`src/pwsl_pkg.sv`:
```
// ----------------------------------------------------------------------------
// pwsl_pkg
// Shared widths, configuration register indexes and types of the PID unit.
// ----------------------------------------------------------------------------
package pwsl_pkg;

    localparam int GAIN_W      = 16;
    localparam int LIMIT_W     = 23;
    localparam int DRIVE_W     = 24;
    localparam int SUM_W       = 32;
    localparam int CFG_INDEX_W = 2;
    localparam int CFG_DATA_W  = LIMIT_W;

    localparam int DEF_SAMPLE_WIDTH = 16;
    localparam int DEF_FRAC_BITS    = 8;

    typedef enum logic [CFG_INDEX_W-1:0] {
        CFG_GAIN_P     = 2'd0,
        CFG_GAIN_I     = 2'd1,
        CFG_GAIN_D     = 2'd2,
        CFG_RATE_LIMIT = 2'd3
    } cfg_index_t;

    typedef struct packed {
        logic signed [GAIN_W-1:0] kp;
        logic signed [GAIN_W-1:0] ki;
        logic signed [GAIN_W-1:0] kd;
    } gains_t;

endpackage

```
`src/pwsl_error_stage.sv`:
```
// ----------------------------------------------------------------------------
// pwsl_error_stage
// Input register, then error, saturating error sum and error difference.
// ----------------------------------------------------------------------------
module pwsl_error_stage
    import pwsl_pkg::*;
#(
    parameter int SAMPLE_WIDTH = DEF_SAMPLE_WIDTH
)
(
    input  logic                        clk,
    input  logic                        rst_n,
    input  logic                        in_valid,
    output logic                        in_ready,
    input  logic [SAMPLE_WIDTH-1:0]     target,
    input  logic [SAMPLE_WIDTH-1:0]     measured,
    output logic                        out_valid,
    input  logic                        out_ready,
    output logic signed [SAMPLE_WIDTH:0]   error,
    output logic signed [SUM_W-1:0]        error_sum,
    output logic signed [SAMPLE_WIDTH+1:0] delta
);

    localparam int EXT_W = ((SAMPLE_WIDTH + 1 > SUM_W) ? SAMPLE_WIDTH + 1 : SUM_W) + 1;

    logic                          in_valid_reg;
    logic                          in_valid_next;
    logic signed [SAMPLE_WIDTH-1:0] target_reg;
    logic signed [SAMPLE_WIDTH-1:0] measured_reg;

    logic                            valid_reg;
    logic                            valid_next;
    logic signed [SAMPLE_WIDTH:0]    error_reg;
    logic signed [SAMPLE_WIDTH:0]    error_next;
    logic signed [SUM_W-1:0]         sum_reg;
    logic signed [SUM_W-1:0]         sum_next;
    logic signed [SAMPLE_WIDTH+1:0]  delta_reg;
    logic signed [SAMPLE_WIDTH+1:0]  delta_next;

    logic                            ready_1;
    logic                            load_0;
    logic                            load_1;
    logic signed [EXT_W-1:0]         sum_wide;

    assign ready_1  = !valid_reg || out_ready;
    assign in_ready = !in_valid_reg || ready_1;
    assign load_0   = in_valid && in_ready;
    assign load_1   = in_valid_reg && ready_1;

    always_comb
    begin
        in_valid_next = in_ready ? in_valid : in_valid_reg;
        valid_next    = ready_1 ? in_valid_reg : valid_reg;
    end

    // The error register doubles as the previous error once its item moves on.
    always_comb
    begin
        error_next = (SAMPLE_WIDTH + 1)'(target_reg) - (SAMPLE_WIDTH + 1)'(measured_reg);
        delta_next = (SAMPLE_WIDTH + 2)'(error_next) - (SAMPLE_WIDTH + 2)'(error_reg);
        sum_wide   = EXT_W'(sum_reg) + EXT_W'(error_next);
        if (sum_wide[EXT_W-1:SUM_W-1] == '0 || sum_wide[EXT_W-1:SUM_W-1] == '1)
        begin
            sum_next = sum_wide[SUM_W-1:0];
        end
        else if (sum_wide[EXT_W-1])
        begin
            sum_next = {1'b1, {(SUM_W-1){1'b0}}};
        end
        else
        begin
            sum_next = {1'b0, {(SUM_W-1){1'b1}}};
        end
    end

    always_ff @(posedge clk or negedge rst_n)
    begin
        if (!rst_n)
        begin
            in_valid_reg <= 1'b0;
            valid_reg    <= 1'b0;
            error_reg    <= '0;
            sum_reg      <= '0;
        end
        else
        begin
            in_valid_reg <= in_valid_next;
            valid_reg    <= valid_next;
            if (load_1)
            begin
                error_reg <= error_next;
                sum_reg   <= sum_next;
            end
        end
    end

    always_ff @(posedge clk)
    begin
        if (load_0)
        begin
            target_reg   <= target;
            measured_reg <= measured;
        end
        if (load_1)
        begin
            delta_reg <= delta_next;
        end
    end

    assign out_valid = valid_reg;
    assign error     = error_reg;
    assign error_sum = sum_reg;
    assign delta     = delta_reg;

endmodule

```
`src/pwsl_mult_stage.sv`:
```
// ----------------------------------------------------------------------------
// pwsl_mult_stage
// Three gain products, each registered.
// ----------------------------------------------------------------------------
module pwsl_mult_stage
    import pwsl_pkg::*;
#(
    parameter int SAMPLE_WIDTH = DEF_SAMPLE_WIDTH
)
(
    input  logic                              clk,
    input  logic                              rst_n,
    input  logic                              in_valid,
    output logic                              in_ready,
    input  gains_t                            gains,
    input  logic signed [SAMPLE_WIDTH:0]      error,
    input  logic signed [SUM_W-1:0]           error_sum,
    input  logic signed [SAMPLE_WIDTH+1:0]    delta,
    output logic                              out_valid,
    input  logic                              out_ready,
    output logic signed [GAIN_W+SAMPLE_WIDTH:0]   prod_p,
    output logic signed [GAIN_W+SUM_W-1:0]        prod_i,
    output logic signed [GAIN_W+SAMPLE_WIDTH+1:0] prod_d
);

    logic                                     valid_reg;
    logic                                     valid_next;
    logic                                     load;
    logic signed [GAIN_W+SAMPLE_WIDTH:0]      prod_p_reg;
    logic signed [GAIN_W+SAMPLE_WIDTH:0]      prod_p_next;
    logic signed [GAIN_W+SUM_W-1:0]           prod_i_reg;
    logic signed [GAIN_W+SUM_W-1:0]           prod_i_next;
    logic signed [GAIN_W+SAMPLE_WIDTH+1:0]    prod_d_reg;
    logic signed [GAIN_W+SAMPLE_WIDTH+1:0]    prod_d_next;

    assign in_ready = !valid_reg || out_ready;
    assign load     = in_valid && in_ready;

    always_comb
    begin
        valid_next  = in_ready ? in_valid : valid_reg;
        prod_p_next = gains.kp * error;
        prod_i_next = gains.ki * error_sum;
        prod_d_next = gains.kd * delta;
    end

    always_ff @(posedge clk or negedge rst_n)
    begin
        if (!rst_n)
        begin
            valid_reg <= 1'b0;
        end
        else
        begin
            valid_reg <= valid_next;
        end
    end

    always_ff @(posedge clk)
    begin
        if (load)
        begin
            prod_p_reg <= prod_p_next;
            prod_i_reg <= prod_i_next;
            prod_d_reg <= prod_d_next;
        end
    end

    assign out_valid = valid_reg;
    assign prod_p    = prod_p_reg;
    assign prod_i    = prod_i_reg;
    assign prod_d    = prod_d_reg;

endmodule

```
`src/pwsl_sum_stage.sv`:
```
// ----------------------------------------------------------------------------
// pwsl_sum_stage
// Sum of products, arithmetic shift by the gain fraction, saturation to drive.
// ----------------------------------------------------------------------------
module pwsl_sum_stage
    import pwsl_pkg::*;
#(
    parameter int SAMPLE_WIDTH = DEF_SAMPLE_WIDTH,
    parameter int FRAC_BITS    = DEF_FRAC_BITS
)
(
    input  logic                                  clk,
    input  logic                                  rst_n,
    input  logic                                  in_valid,
    output logic                                  in_ready,
    input  logic signed [GAIN_W+SAMPLE_WIDTH:0]   prod_p,
    input  logic signed [GAIN_W+SUM_W-1:0]        prod_i,
    input  logic signed [GAIN_W+SAMPLE_WIDTH+1:0] prod_d,
    output logic                                  out_valid,
    input  logic                                  out_ready,
    output logic signed [DRIVE_W-1:0]             drive
);

    localparam int WIDE_W = (GAIN_W + SAMPLE_WIDTH + 2 > GAIN_W + SUM_W) ?
                            GAIN_W + SAMPLE_WIDTH + 2 : GAIN_W + SUM_W;
    localparam int ACC_W  = WIDE_W + 2;

    logic                        valid_reg;
    logic                        valid_next;
    logic                        load;
    logic signed [ACC_W-1:0]     acc;
    logic signed [ACC_W-1:0]     shifted;
    logic signed [DRIVE_W-1:0]   drive_reg;
    logic signed [DRIVE_W-1:0]   drive_next;

    assign in_ready = !valid_reg || out_ready;
    assign load     = in_valid && in_ready;

    // The arithmetic shift rounds toward minus infinity.
    always_comb
    begin
        valid_next = in_ready ? in_valid : valid_reg;
        acc        = ACC_W'(prod_p) + ACC_W'(prod_i) + ACC_W'(prod_d);
        shifted    = acc >>> FRAC_BITS;
        if (shifted[ACC_W-1:DRIVE_W-1] == '0 || shifted[ACC_W-1:DRIVE_W-1] == '1)
        begin
            drive_next = shifted[DRIVE_W-1:0];
        end
        else if (shifted[ACC_W-1])
        begin
            drive_next = {1'b1, {(DRIVE_W-1){1'b0}}};
        end
        else
        begin
            drive_next = {1'b0, {(DRIVE_W-1){1'b1}}};
        end
    end

    always_ff @(posedge clk or negedge rst_n)
    begin
        if (!rst_n)
        begin
            valid_reg <= 1'b0;
        end
        else
        begin
            valid_reg <= valid_next;
        end
    end

    always_ff @(posedge clk)
    begin
        if (load)
        begin
            drive_reg <= drive_next;
        end
    end

    assign out_valid = valid_reg;
    assign drive     = drive_reg;

endmodule

```
`src/pwsl_slew_stage.sv`:
```
// ----------------------------------------------------------------------------
// pwsl_slew_stage
// Slew limit against the previous drive, and the output register.
// ----------------------------------------------------------------------------
module pwsl_slew_stage
    import pwsl_pkg::*;
(
    input  logic                        clk,
    input  logic                        rst_n,
    input  logic                        in_valid,
    output logic                        in_ready,
    input  logic signed [DRIVE_W-1:0]   drive_in,
    input  logic [LIMIT_W-1:0]          rate_limit,
    output logic                        out_valid,
    input  logic                        out_ready,
    output logic signed [DRIVE_W-1:0]   drive,
    output logic                        rate_limited
);

    localparam int BOUND_W = DRIVE_W + 2;

    logic                        valid_reg;
    logic                        valid_next;
    logic                        load;
    logic signed [DRIVE_W-1:0]   drive_reg;
    logic signed [DRIVE_W-1:0]   drive_next;
    logic                        limited_reg;
    logic                        limited_next;
    logic signed [BOUND_W-1:0]   upper;
    logic signed [BOUND_W-1:0]   lower;
    logic signed [BOUND_W-1:0]   drive_wide;
    logic signed [BOUND_W-1:0]   limit_wide;

    assign in_ready = !valid_reg || out_ready;
    assign load     = in_valid && in_ready;

    // The output register keeps the last drive, which is the slew reference.
    always_comb
    begin
        valid_next   = in_ready ? in_valid : valid_reg;
        limit_wide   = BOUND_W'({1'b0, rate_limit});
        drive_wide   = BOUND_W'(drive_in);
        upper        = BOUND_W'(drive_reg) + limit_wide;
        lower        = BOUND_W'(drive_reg) - limit_wide;
        drive_next   = drive_in;
        limited_next = 1'b0;
        priority if (rate_limit != '0 && drive_wide > upper)
        begin
            drive_next   = upper[DRIVE_W-1:0];
            limited_next = 1'b1;
        end
        else if (rate_limit != '0 && drive_wide < lower)
        begin
            drive_next   = lower[DRIVE_W-1:0];
            limited_next = 1'b1;
        end
    end

    always_ff @(posedge clk or negedge rst_n)
    begin
        if (!rst_n)
        begin
            valid_reg   <= 1'b0;
            drive_reg   <= '0;
            limited_reg <= 1'b0;
        end
        else
        begin
            valid_reg <= valid_next;
            if (load)
            begin
                drive_reg   <= drive_next;
                limited_reg <= limited_next;
            end
        end
    end

    assign out_valid    = valid_reg;
    assign drive        = drive_reg;
    assign rate_limited = limited_reg;

endmodule

```
`src/pid_with_slew_limit_unit.sv`:
```
// ----------------------------------------------------------------------------
// pid_with_slew_limit_unit
// Positional PID step with saturating integral and an optional slew limit.
// ----------------------------------------------------------------------------
// Each transaction on the input stream carries a target and a measured sample
// and yields exactly one drive value on the output stream, in order. The unit
// is a five-register pipeline (input, error and sum, products, scaled sum,
// slew limit) and accepts one sample per cycle while the output side does not
// stall. The error sum and the previous drive are each updated within one
// stage, so successive samples need no spacing. Gains and the rate limit are
// to be written through the configuration channel only while no sample is in
// flight; the unit itself does not enforce this. A zero rate limit disables
// slew limiting.
// ----------------------------------------------------------------------------
module pid_with_slew_limit_unit
    import pwsl_pkg::*;
#(
    parameter int SAMPLE_WIDTH = DEF_SAMPLE_WIDTH,
    parameter int FRAC_BITS    = DEF_FRAC_BITS,
    localparam int IN_DATA_W   = ((2 * SAMPLE_WIDTH + 7) / 8) * 8
)
(
    input  logic                    clk,
    input  logic                    rst_n,
    input  logic                    s_tvalid,
    output logic                    s_tready,
    input  logic [IN_DATA_W-1:0]    s_tdata,   // target, measured
    output logic                    m_tvalid,
    input  logic                    m_tready,
    output logic [DRIVE_W-1:0]      m_tdata,   // drive
    output logic                    m_tuser,   // rate_limited
    input  logic                    cfg_valid,
    output logic                    cfg_ready,
    input  logic [CFG_INDEX_W-1:0]  cfg_index,
    input  logic [CFG_DATA_W-1:0]   cfg_data
);

    gains_t                       gains_reg;
    gains_t                       gains_next;
    logic [LIMIT_W-1:0]           rate_limit_reg;
    logic [LIMIT_W-1:0]           rate_limit_next;

    logic                                  err_valid;
    logic                                  err_ready;
    logic signed [SAMPLE_WIDTH:0]          error;
    logic signed [SUM_W-1:0]               error_sum;
    logic signed [SAMPLE_WIDTH+1:0]        delta;

    logic                                  mul_valid;
    logic                                  mul_ready;
    logic signed [GAIN_W+SAMPLE_WIDTH:0]   prod_p;
    logic signed [GAIN_W+SUM_W-1:0]        prod_i;
    logic signed [GAIN_W+SAMPLE_WIDTH+1:0] prod_d;

    logic                                  sum_valid;
    logic                                  sum_ready;
    logic signed [DRIVE_W-1:0]             sum_drive;
    logic signed [DRIVE_W-1:0]             drive;

    assign cfg_ready = 1'b1;

    always_comb
    begin
        gains_next      = gains_reg;
        rate_limit_next = rate_limit_reg;
        if (cfg_valid)
        begin
            unique case (cfg_index)
                CFG_GAIN_P:     gains_next.kp   = cfg_data[GAIN_W-1:0];
                CFG_GAIN_I:     gains_next.ki   = cfg_data[GAIN_W-1:0];
                CFG_GAIN_D:     gains_next.kd   = cfg_data[GAIN_W-1:0];
                CFG_RATE_LIMIT: rate_limit_next = cfg_data[LIMIT_W-1:0];
                default:        rate_limit_next = rate_limit_reg;
            endcase
        end
    end

    always_ff @(posedge clk or negedge rst_n)
    begin
        if (!rst_n)
        begin
            gains_reg      <= '0;
            rate_limit_reg <= '0;
        end
        else
        begin
            gains_reg      <= gains_next;
            rate_limit_reg <= rate_limit_next;
        end
    end

    pwsl_error_stage #(
        .SAMPLE_WIDTH (SAMPLE_WIDTH)
    ) u_error (
        .clk       (clk),
        .rst_n     (rst_n),
        .in_valid  (s_tvalid),
        .in_ready  (s_tready),
        .target    (s_tdata[SAMPLE_WIDTH-1:0]),
        .measured  (s_tdata[2*SAMPLE_WIDTH-1:SAMPLE_WIDTH]),
        .out_valid (err_valid),
        .out_ready (err_ready),
        .error     (error),
        .error_sum (error_sum),
        .delta     (delta)
    );

    pwsl_mult_stage #(
        .SAMPLE_WIDTH (SAMPLE_WIDTH)
    ) u_mult (
        .clk       (clk),
        .rst_n     (rst_n),
        .in_valid  (err_valid),
        .in_ready  (err_ready),
        .gains     (gains_reg),
        .error     (error),
        .error_sum (error_sum),
        .delta     (delta),
        .out_valid (mul_valid),
        .out_ready (mul_ready),
        .prod_p    (prod_p),
        .prod_i    (prod_i),
        .prod_d    (prod_d)
    );

    pwsl_sum_stage #(
        .SAMPLE_WIDTH (SAMPLE_WIDTH),
        .FRAC_BITS    (FRAC_BITS)
    ) u_sum (
        .clk       (clk),
        .rst_n     (rst_n),
        .in_valid  (mul_valid),
        .in_ready  (mul_ready),
        .prod_p    (prod_p),
        .prod_i    (prod_i),
        .prod_d    (prod_d),
        .out_valid (sum_valid),
        .out_ready (sum_ready),
        .drive     (sum_drive)
    );

    pwsl_slew_stage u_slew (
        .clk          (clk),
        .rst_n        (rst_n),
        .in_valid     (sum_valid),
        .in_ready     (sum_ready),
        .drive_in     (sum_drive),
        .rate_limit   (rate_limit_reg),
        .out_valid    (m_tvalid),
        .out_ready    (m_tready),
        .drive        (drive),
        .rate_limited (m_tuser)
    );

    assign m_tdata = drive;

endmodule

```
`config.mk`:
```
export PLATFORM = sky130hd
export DESIGN_NAME = pid_with_slew_limit_unit
export DESIGN_NICKNAME = d
export VERILOG_FILES = /design/src/pwsl_pkg.sv /design/src/pwsl_error_stage.sv /design/src/pwsl_mult_stage.sv /design/src/pwsl_sum_stage.sv /design/src/pwsl_slew_stage.sv /design/src/pid_with_slew_limit_unit.sv
export SDC_FILE = /design/constraint.sdc
export NUM_CORES = 2
export LEC_CHECK = 0
export BUFFER_PORTS_ARGS = -buffer_cell sky130_fd_sc_hd__buf_2
export CAP_MARGIN = 20
export CORE_ASPECT_RATIO = 1.25
export CORE_MARGIN = 1
export CORE_UTILIZATION = 40
export CTS_CLUSTER_SIZE = 10
export DETAILED_ROUTE_END_ITERATION = 10
export PLACE_DENSITY_LB_ADDON = 0.1
export SYNTH_ARGS = -nofsm -noshare
export SYNTH_HDL_FRONTEND = slang
export SYNTH_HIERARCHICAL = 1
export SYNTH_SLANG_ARGS = --single-unit
```
`constraint.sdc`:
```
create_clock -name clk -period 8.25 [get_ports clk]
set_input_delay 1.2375 -clock clk [delete_from_list [all_inputs] [get_ports clk]]
set_output_delay 1.2375 -clock clk [all_outputs]
set_load 0.05 [all_outputs]
```
Word-level counts from Yosys, hierarchy flattened --
Index checks and enable logic that the tools add are counted.
Operators by class: mux-type cells 8, add/subtract/negate cells 7, reductions and logical operators 27, magnitude comparators 2, $mul 3, equal/unequal tests 5
Operator list (count):
- $mux W24 | 4
- $mux W32 | 2
- $add A49 B34 Y50 | 1
- $add A33 B48 Y49 | 1
- $mul A16 B32 Y48 | 1
- $mul A16 B18 Y34 | 1
- $add A32 B17 Y33 | 1
- $mul A16 B17 Y33 | 1
- $eq A27 B27 Y1 const B | 1
- $logic_not A27 Y1 | 1
- $add A24 B24 Y25 | 1
- $gt A24 B25 Y1 | 1
- $lt A24 B25 Y1 | 1
- $sub A24 B24 Y25 | 1
- $reduce_bool A23 Y1 | 1
- $sub A17 B17 Y18 | 1
- $sub A16 B16 Y17 | 1
- $reduce_and A2 Y1 | 4
- $logic_and A1 B1 Y1 | 7
- $logic_or A1 B1 Y1 | 7
- $eq A2 B2 Y1 const B | 3
- $logic_not A1 Y1 | 5
- $logic_not A2 Y1 | 2
- $eq A2 B1 Y1 const B | 1
- $mux W1 | 2
Word-level totals: output and inout port bits 28, flip-flop bits (word level) 339, bits of input ports 62

Logic depth before layout (Yosys ltp) --
depth in word-level cells 7, gate-level depth with buffers 27, gate-level depth less buffers 25

Hierarchy --
Netlist, hierarchy kept.
Modules (own cells, without submodules):
- pwsl_mult_stage | area an instance 42116.6 um^2, cells each 4465, instances 1
- pwsl_error_stage | area an instance 6772.7 um^2, cells each 714, instances 1
- pwsl_sum_stage | area an instance 5310.1 um^2, cells each 624, instances 1
- pwsl_slew_stage | area an instance 5205.0 um^2, cells each 667, instances 1
- pid_with_slew_limit_unit | area an instance 2675.1 um^2, cells each 153, instances 1

Worst setup path after synthesis --
Ideal clock, no wire load.
path kind flip-flop to flip-flop, start register gains_reg[36] in the netlist's numbering, end register u_mult.prod_p_reg[25] (netlist: u_mult/prod_p[25]), data pin, data arrival time 6.160 ns, path slack 1.828 ns, setup time 0.262 ns, stages on the path, launching flop included 24, clock period less this slack 6.422 ns, cells stage by stage dfrtp_1 clkbuf_1 clkbuf_1 nand2_1 fa_1 inv_1 fa_1 inv_1 fa_1 fa_1 inv_1 fa_1 fa_1 ha_1 a21o_1 a21o_1 a21o_1 a21o_1 o21bai_1 a21boi_1 o21ai_1 a2111oi_0 a21oi_1 xor2_1
Between the ends: cells in the longest elaborated chain, start to end 1
Ends and longest elaborated chain:
- from (decl) | RTL line pid_with_slew_limit_unit.sv:38 | gains_t gains_reg;
- from (signal assigned) | RTL line pid_with_slew_limit_unit.sv:87 | gains_reg <= gains_next;
- $mul A16 B17 Y33 | RTL line pwsl_mult_stage.sv:42 | prod_p_next = gains.kp * error;
- named net u_mult.prod_p_next[25] | RTL line pwsl_mult_stage.sv:30 | logic signed [GAIN_W+SAMPLE_WIDTH:0] prod_p_next;
- to (signal assigned) | RTL line pwsl_mult_stage.sv:63 | prod_p_reg <= prod_p_next;
- to (decl) | RTL line pwsl_mult_stage.sv:29 | logic signed [GAIN_W+SAMPLE_WIDTH:0] prod_p_reg;
The timed path passes the listed nets, and every way through them passes these cells. A chain may end at the register's enable or synchronous reset.

Final worst setup path --
start register u_error.error_reg[10] (netlist: u_error/error[10]), end register u_mult.prod_p_reg[22] (netlist: u_mult/prod_p[22]), data pin
Between the ends: cells in the longest elaborated chain, start to end 1
Ends and longest elaborated chain:
- from (decl) | RTL line pwsl_error_stage.sv:33 | logic signed [SAMPLE_WIDTH:0] error_reg;
- from (signal assigned) | RTL line pwsl_error_stage.sv:91 | error_reg <= error_next;
- $mul A16 B17 Y33 | RTL line pwsl_mult_stage.sv:42
- named net u_mult.prod_p_next[22] | RTL line pwsl_mult_stage.sv:30
The timed path passes the listed nets, and every way through them passes these cells.

==> impl_metrics.py <==
metrics = {
    "route": {
        "wl_met1_um": 79700,
        "wl_met3_um": 6550,
        "routed_wl_um": 192000,
        "wl_met2_um": 97000,
        "dr.pass1.iters": 7,
        "ant_nets": 0,
        "via_per_inst": 5.22,
        "drt_iter0_markers": 2592,
        "wl_per_cell_um": 22.1,
        "routed-via-count": 45267,
        "remaining_drc_errors": 0,
        "highest_layer": "met4",
    },
    "clock_tree": {
        "clock-sinks": 339,
        "numCtsBuffers": 48,
        "cts_tree": "yes",
        "clock_latency_ns": 0.66,
        "ctsLongestPathBuffers": 3,
        "cts_resized": 0,
        "path_clk_slew_ns": 0.06,
        "hold_buffers": 0,
        "cts_root_buf": "clkbuf_16",
        "cts.htree.levels": 2,
        "cts_setup_buffers": 0,
    },
    "sta": {
        "finalCritPeriodShare_pct": 88.7,
        "max_freq_mhz": 137,
        "fin_crit_ns": 7.32,
        "slew_headroom_pct": 25.7,
        "tns_ns": 0,
        "fin_skew_ns": 0.0300,
        "final_hold_viol_count": 0,
        "rsz0062_at_grt": "no",
        "setup-violations-final": 0,
        "worstMarginPinSlew_ns": 1.09,
        "slew_viol_final": 0,
    },
    "synthesis": {
        "netlist_top_cells_area": "fa_1, ha_1, edfxtp_1, inv_1, dfrtp_1",
        "ys_seq_area_share_pct": 15.2,
        "synth_fa_ha_area_share_pct": 45.5,
        "synthArstFlopShare_pct": 44.2,
        "postSynthCellCount": 6623,
        "synth_top_family_by_area": "adder cells",
        "synth_edf_count": 189,
        "synthMuxAreaShare_pct": 2.11,
        "synth.net_count": 8281,
        "ys.flop_type": "edfxtp_1",
        "synth_area_um2": 62100,
        "synth_top_area_share_pct": 35.6,
        "ys_ff_latch": 339,
        "syn_avg_cell_area_um2": 9.37,
        "synth_top_area_cell": "fa_1",
        "synthSimpleGateAreaFrac_pct": 14.3,
        "synth_warnings": 6,
        "synth-compound-area-share_pct": 9.54,
        "synth_xor_area_share_pct": 3.43,
        "ys_types": 104,
    },
    "final_layout": {
        "fill_cells": 15293,
        "seqCellArea_um2": 9430,
        "utilization_pct": 43.0,
        "syn2layout_area_growth_pct": 6.70,
        "multi_input_area_um2": 46500,
        "nNetsFinal": 8257,
        "layout-drive-gt1-share_pct": 5.91,
    },
    "die": {
        "die_h_um": 442,
        "ios": 90,
        "core-area_um2": 154000,
        "die_w_um": 354,
        "start_util_pct": 40.3,
        "fp-row-count": 161,
        "dieArea_um2": 157000,
    },
    "critical_path": {
        "cp-start-kind": "flip-flop",
        "path_max_fanout": 17,
        "cp.required_ns": 8.58,
        "crit_start": "u_error/error[10]",
        "crit_type": "flip-flop to flip-flop",
        "reg2reg_to": "u_mult/prod_p[22]",
        "cp.arrival_ns": 7.65,
        "worst_r2r_path_depth": 20,
        "rr_startpoint": "u_error/error[10]",
        "endpoint": "u_mult/prod_p[22]",
        "rrSetupSlack_ns": 0.93,
        "critPathCaptureType": "flip-flop",
    },
    "placed_design": {
        "port-buffer-count": 88,
        "dp_hpwl_um": 158000,
        "globalplace.congestion": 0.885,
    },
    "global_route": {
        "grt_usage_pct": 25.0,
        "overflow": 0,
        "antenna_found_initial": 8,
        "grt_max_degree": 100,
        "grt_pass1_wl_um": 297000,
        "grt_pass1_vias": 49091,
    },
    "hold_path": {
        "hold_path_depth": 2,
        "hold_path_class": "flip-flop to flip-flop",
    },
    "run": {
        "maxCapViolCount": 0,
    },
    "outcome": {
        "status": "finished, final reports clean",
    },
}
[Yosys cell counts (31+ instances only)]
| cell | instances |
|---|---|
| mux2_2 | 88 |
| xor2_1 | 67 |
| o21ai_0 | 162 |
| inv_1 | 1359 |
| edfxtp_1 | 189 |
| mux2i_1 | 31 |
| nand2b_1 | 65 |
| dfrtp_1 | 150 |
| a21o_1 | 100 |
| nand2_1 | 815 |
| ha_1 | 492 |
| a21oi_1 | 271 |
| nor2b_1 | 34 |
| clkbuf_1 | 196 |
| o31ai_1 | 36 |
| a31oi_1 | 35 |
| nor2_1 | 202 |
| nand4_1 | 43 |
| fa_1 | 1104 |
| nor3_1 | 48 |
| nand3_1 | 58 |
| o21a_1 | 37 |
| xnor2_1 | 176 |
| and2_1 | 434 |
[layer usage]
layer / GRT usage (%) / vias to the layer above
li1: - / 20780
met1: 31.0 / 23276
met2: 44.3 / 931
met3: 2.48 / 280
met4: 9.81 / 0
met5: 0 / -
[critical path, cell delays in order (launching register included)]
cell,delay (ns)
dfrtp_1,0.89
nand2_1,0.18
fa_1,0.55
inv_1,0.06
fa_1,0.53
inv_1,0.05
fa_1,0.49
fa_1,0.56
inv_1,0.06
fa_1,0.51
fa_1,0.44
ha_1,0.39
a21o_1,0.23
a21o_1,0.17
a21o_1,0.18
a21o_1,0.21
a41oi_2,0.39
o21bai_1,0.11
a21oi_1,0.26
o31ai_1,0.12
xor2_1,0.59
[layout make-up]
cell class / count / area share [%]
tap: 2037 / 3.85
timing repair buffer: 165 / 1.58
antenna: 1 / 0.00378
clock inverter: 25 / 0.434
clock buffer: 59 / 1.97
multi-input combinational: 4682 / 70.2
sequential: 339 / 14.2
inverter: 1363 / 7.72
[worst min path at each step]
stage / startpoint / endpoint / slack, ns
2_1_floorplan: u_mult/out_valid / u_sum/out_valid / 0.45
3_3_place_gp: u_slew/rate_limited / u_slew/rate_limited / 0.46
3_5_place_dp: u_slew/rate_limited / u_slew/rate_limited / 0.47
4_1_cts: u_slew/rate_limited / u_slew/rate_limited / 0.48
5_1_grt: u_mult/out_valid / u_sum/out_valid / 0.50
6_report: u_slew/rate_limited / u_slew/rate_limited / 0.47
[cells in the final DEF (no fill, tap or decap), types with 11 or more instances in the layout]
master	Yosys	final
a211o_1	11	11
a211oi_1	30	30
a21boi_0	14	14
a21o_1	100	100
a21oi_1	271	271
a31oi_1	35	35
and2_1	434	433
and3_1	20	20
buf_2	14	87
buf_4	10	75
clkbuf_16	0	49
dfrtp_1	150	150
edfxtp_1	189	189
fa_1	1104	1104
ha_1	492	492
inv_1	1359	1359
mux2_2	88	88
mux2i_1	31	30
nand2_1	815	814
nand2b_1	65	65
nand3_1	58	58
nand4_1	43	43
nor2_1	202	202
nor2b_1	34	34
nor3_1	48	48
nor4_1	14	14
o211ai_1	29	29
o21a_1	37	37
o21ai_0	162	162
o21ai_1	20	20
o21bai_1	24	24
o221ai_1	15	15
o31ai_1	36	36
or3_1	22	22
xnor2_1	176	176
xor2_1	67	67
[cell families (layout without fill, tap and decap cells)]
family / count (synthesis) / after routing
buffers and inverters: 1602 / 1612
xor gates and xnor gates: 243 / 243
other: 1 / 2
DFF: 339 / 339
muxes: 120 / 120
adders and majority gates: 1596 / 1596
AOI/OAI and AO/OA: 905 / 905
and+or+nand+nor: 1817 / 1817
[per-stage QoR]
| step | cell area, um^2 | worst slack, ns | hold WS (ns) | cells |
|---|---|---|---|---|
| finish | 66200 | 0.933 | 0.471 | 8671 |
| CTS | 66200 | 0.837 | 0.480 | 8670 |
| floorplan | 62100 | 1.83 | 0.450 | 6623 |
| global placement | 64600 | 0.886 | 0.461 | 8586 |
| detailed placement | 64600 | 0.883 | 0.469 | 8586 |
| global route | 66200 | 0.528 | 0.504 | 8670 |
Power is left out: the tool's default activity adds up to more than one toggle a clock period on the data nets, which glitch-free logic cannot reach.
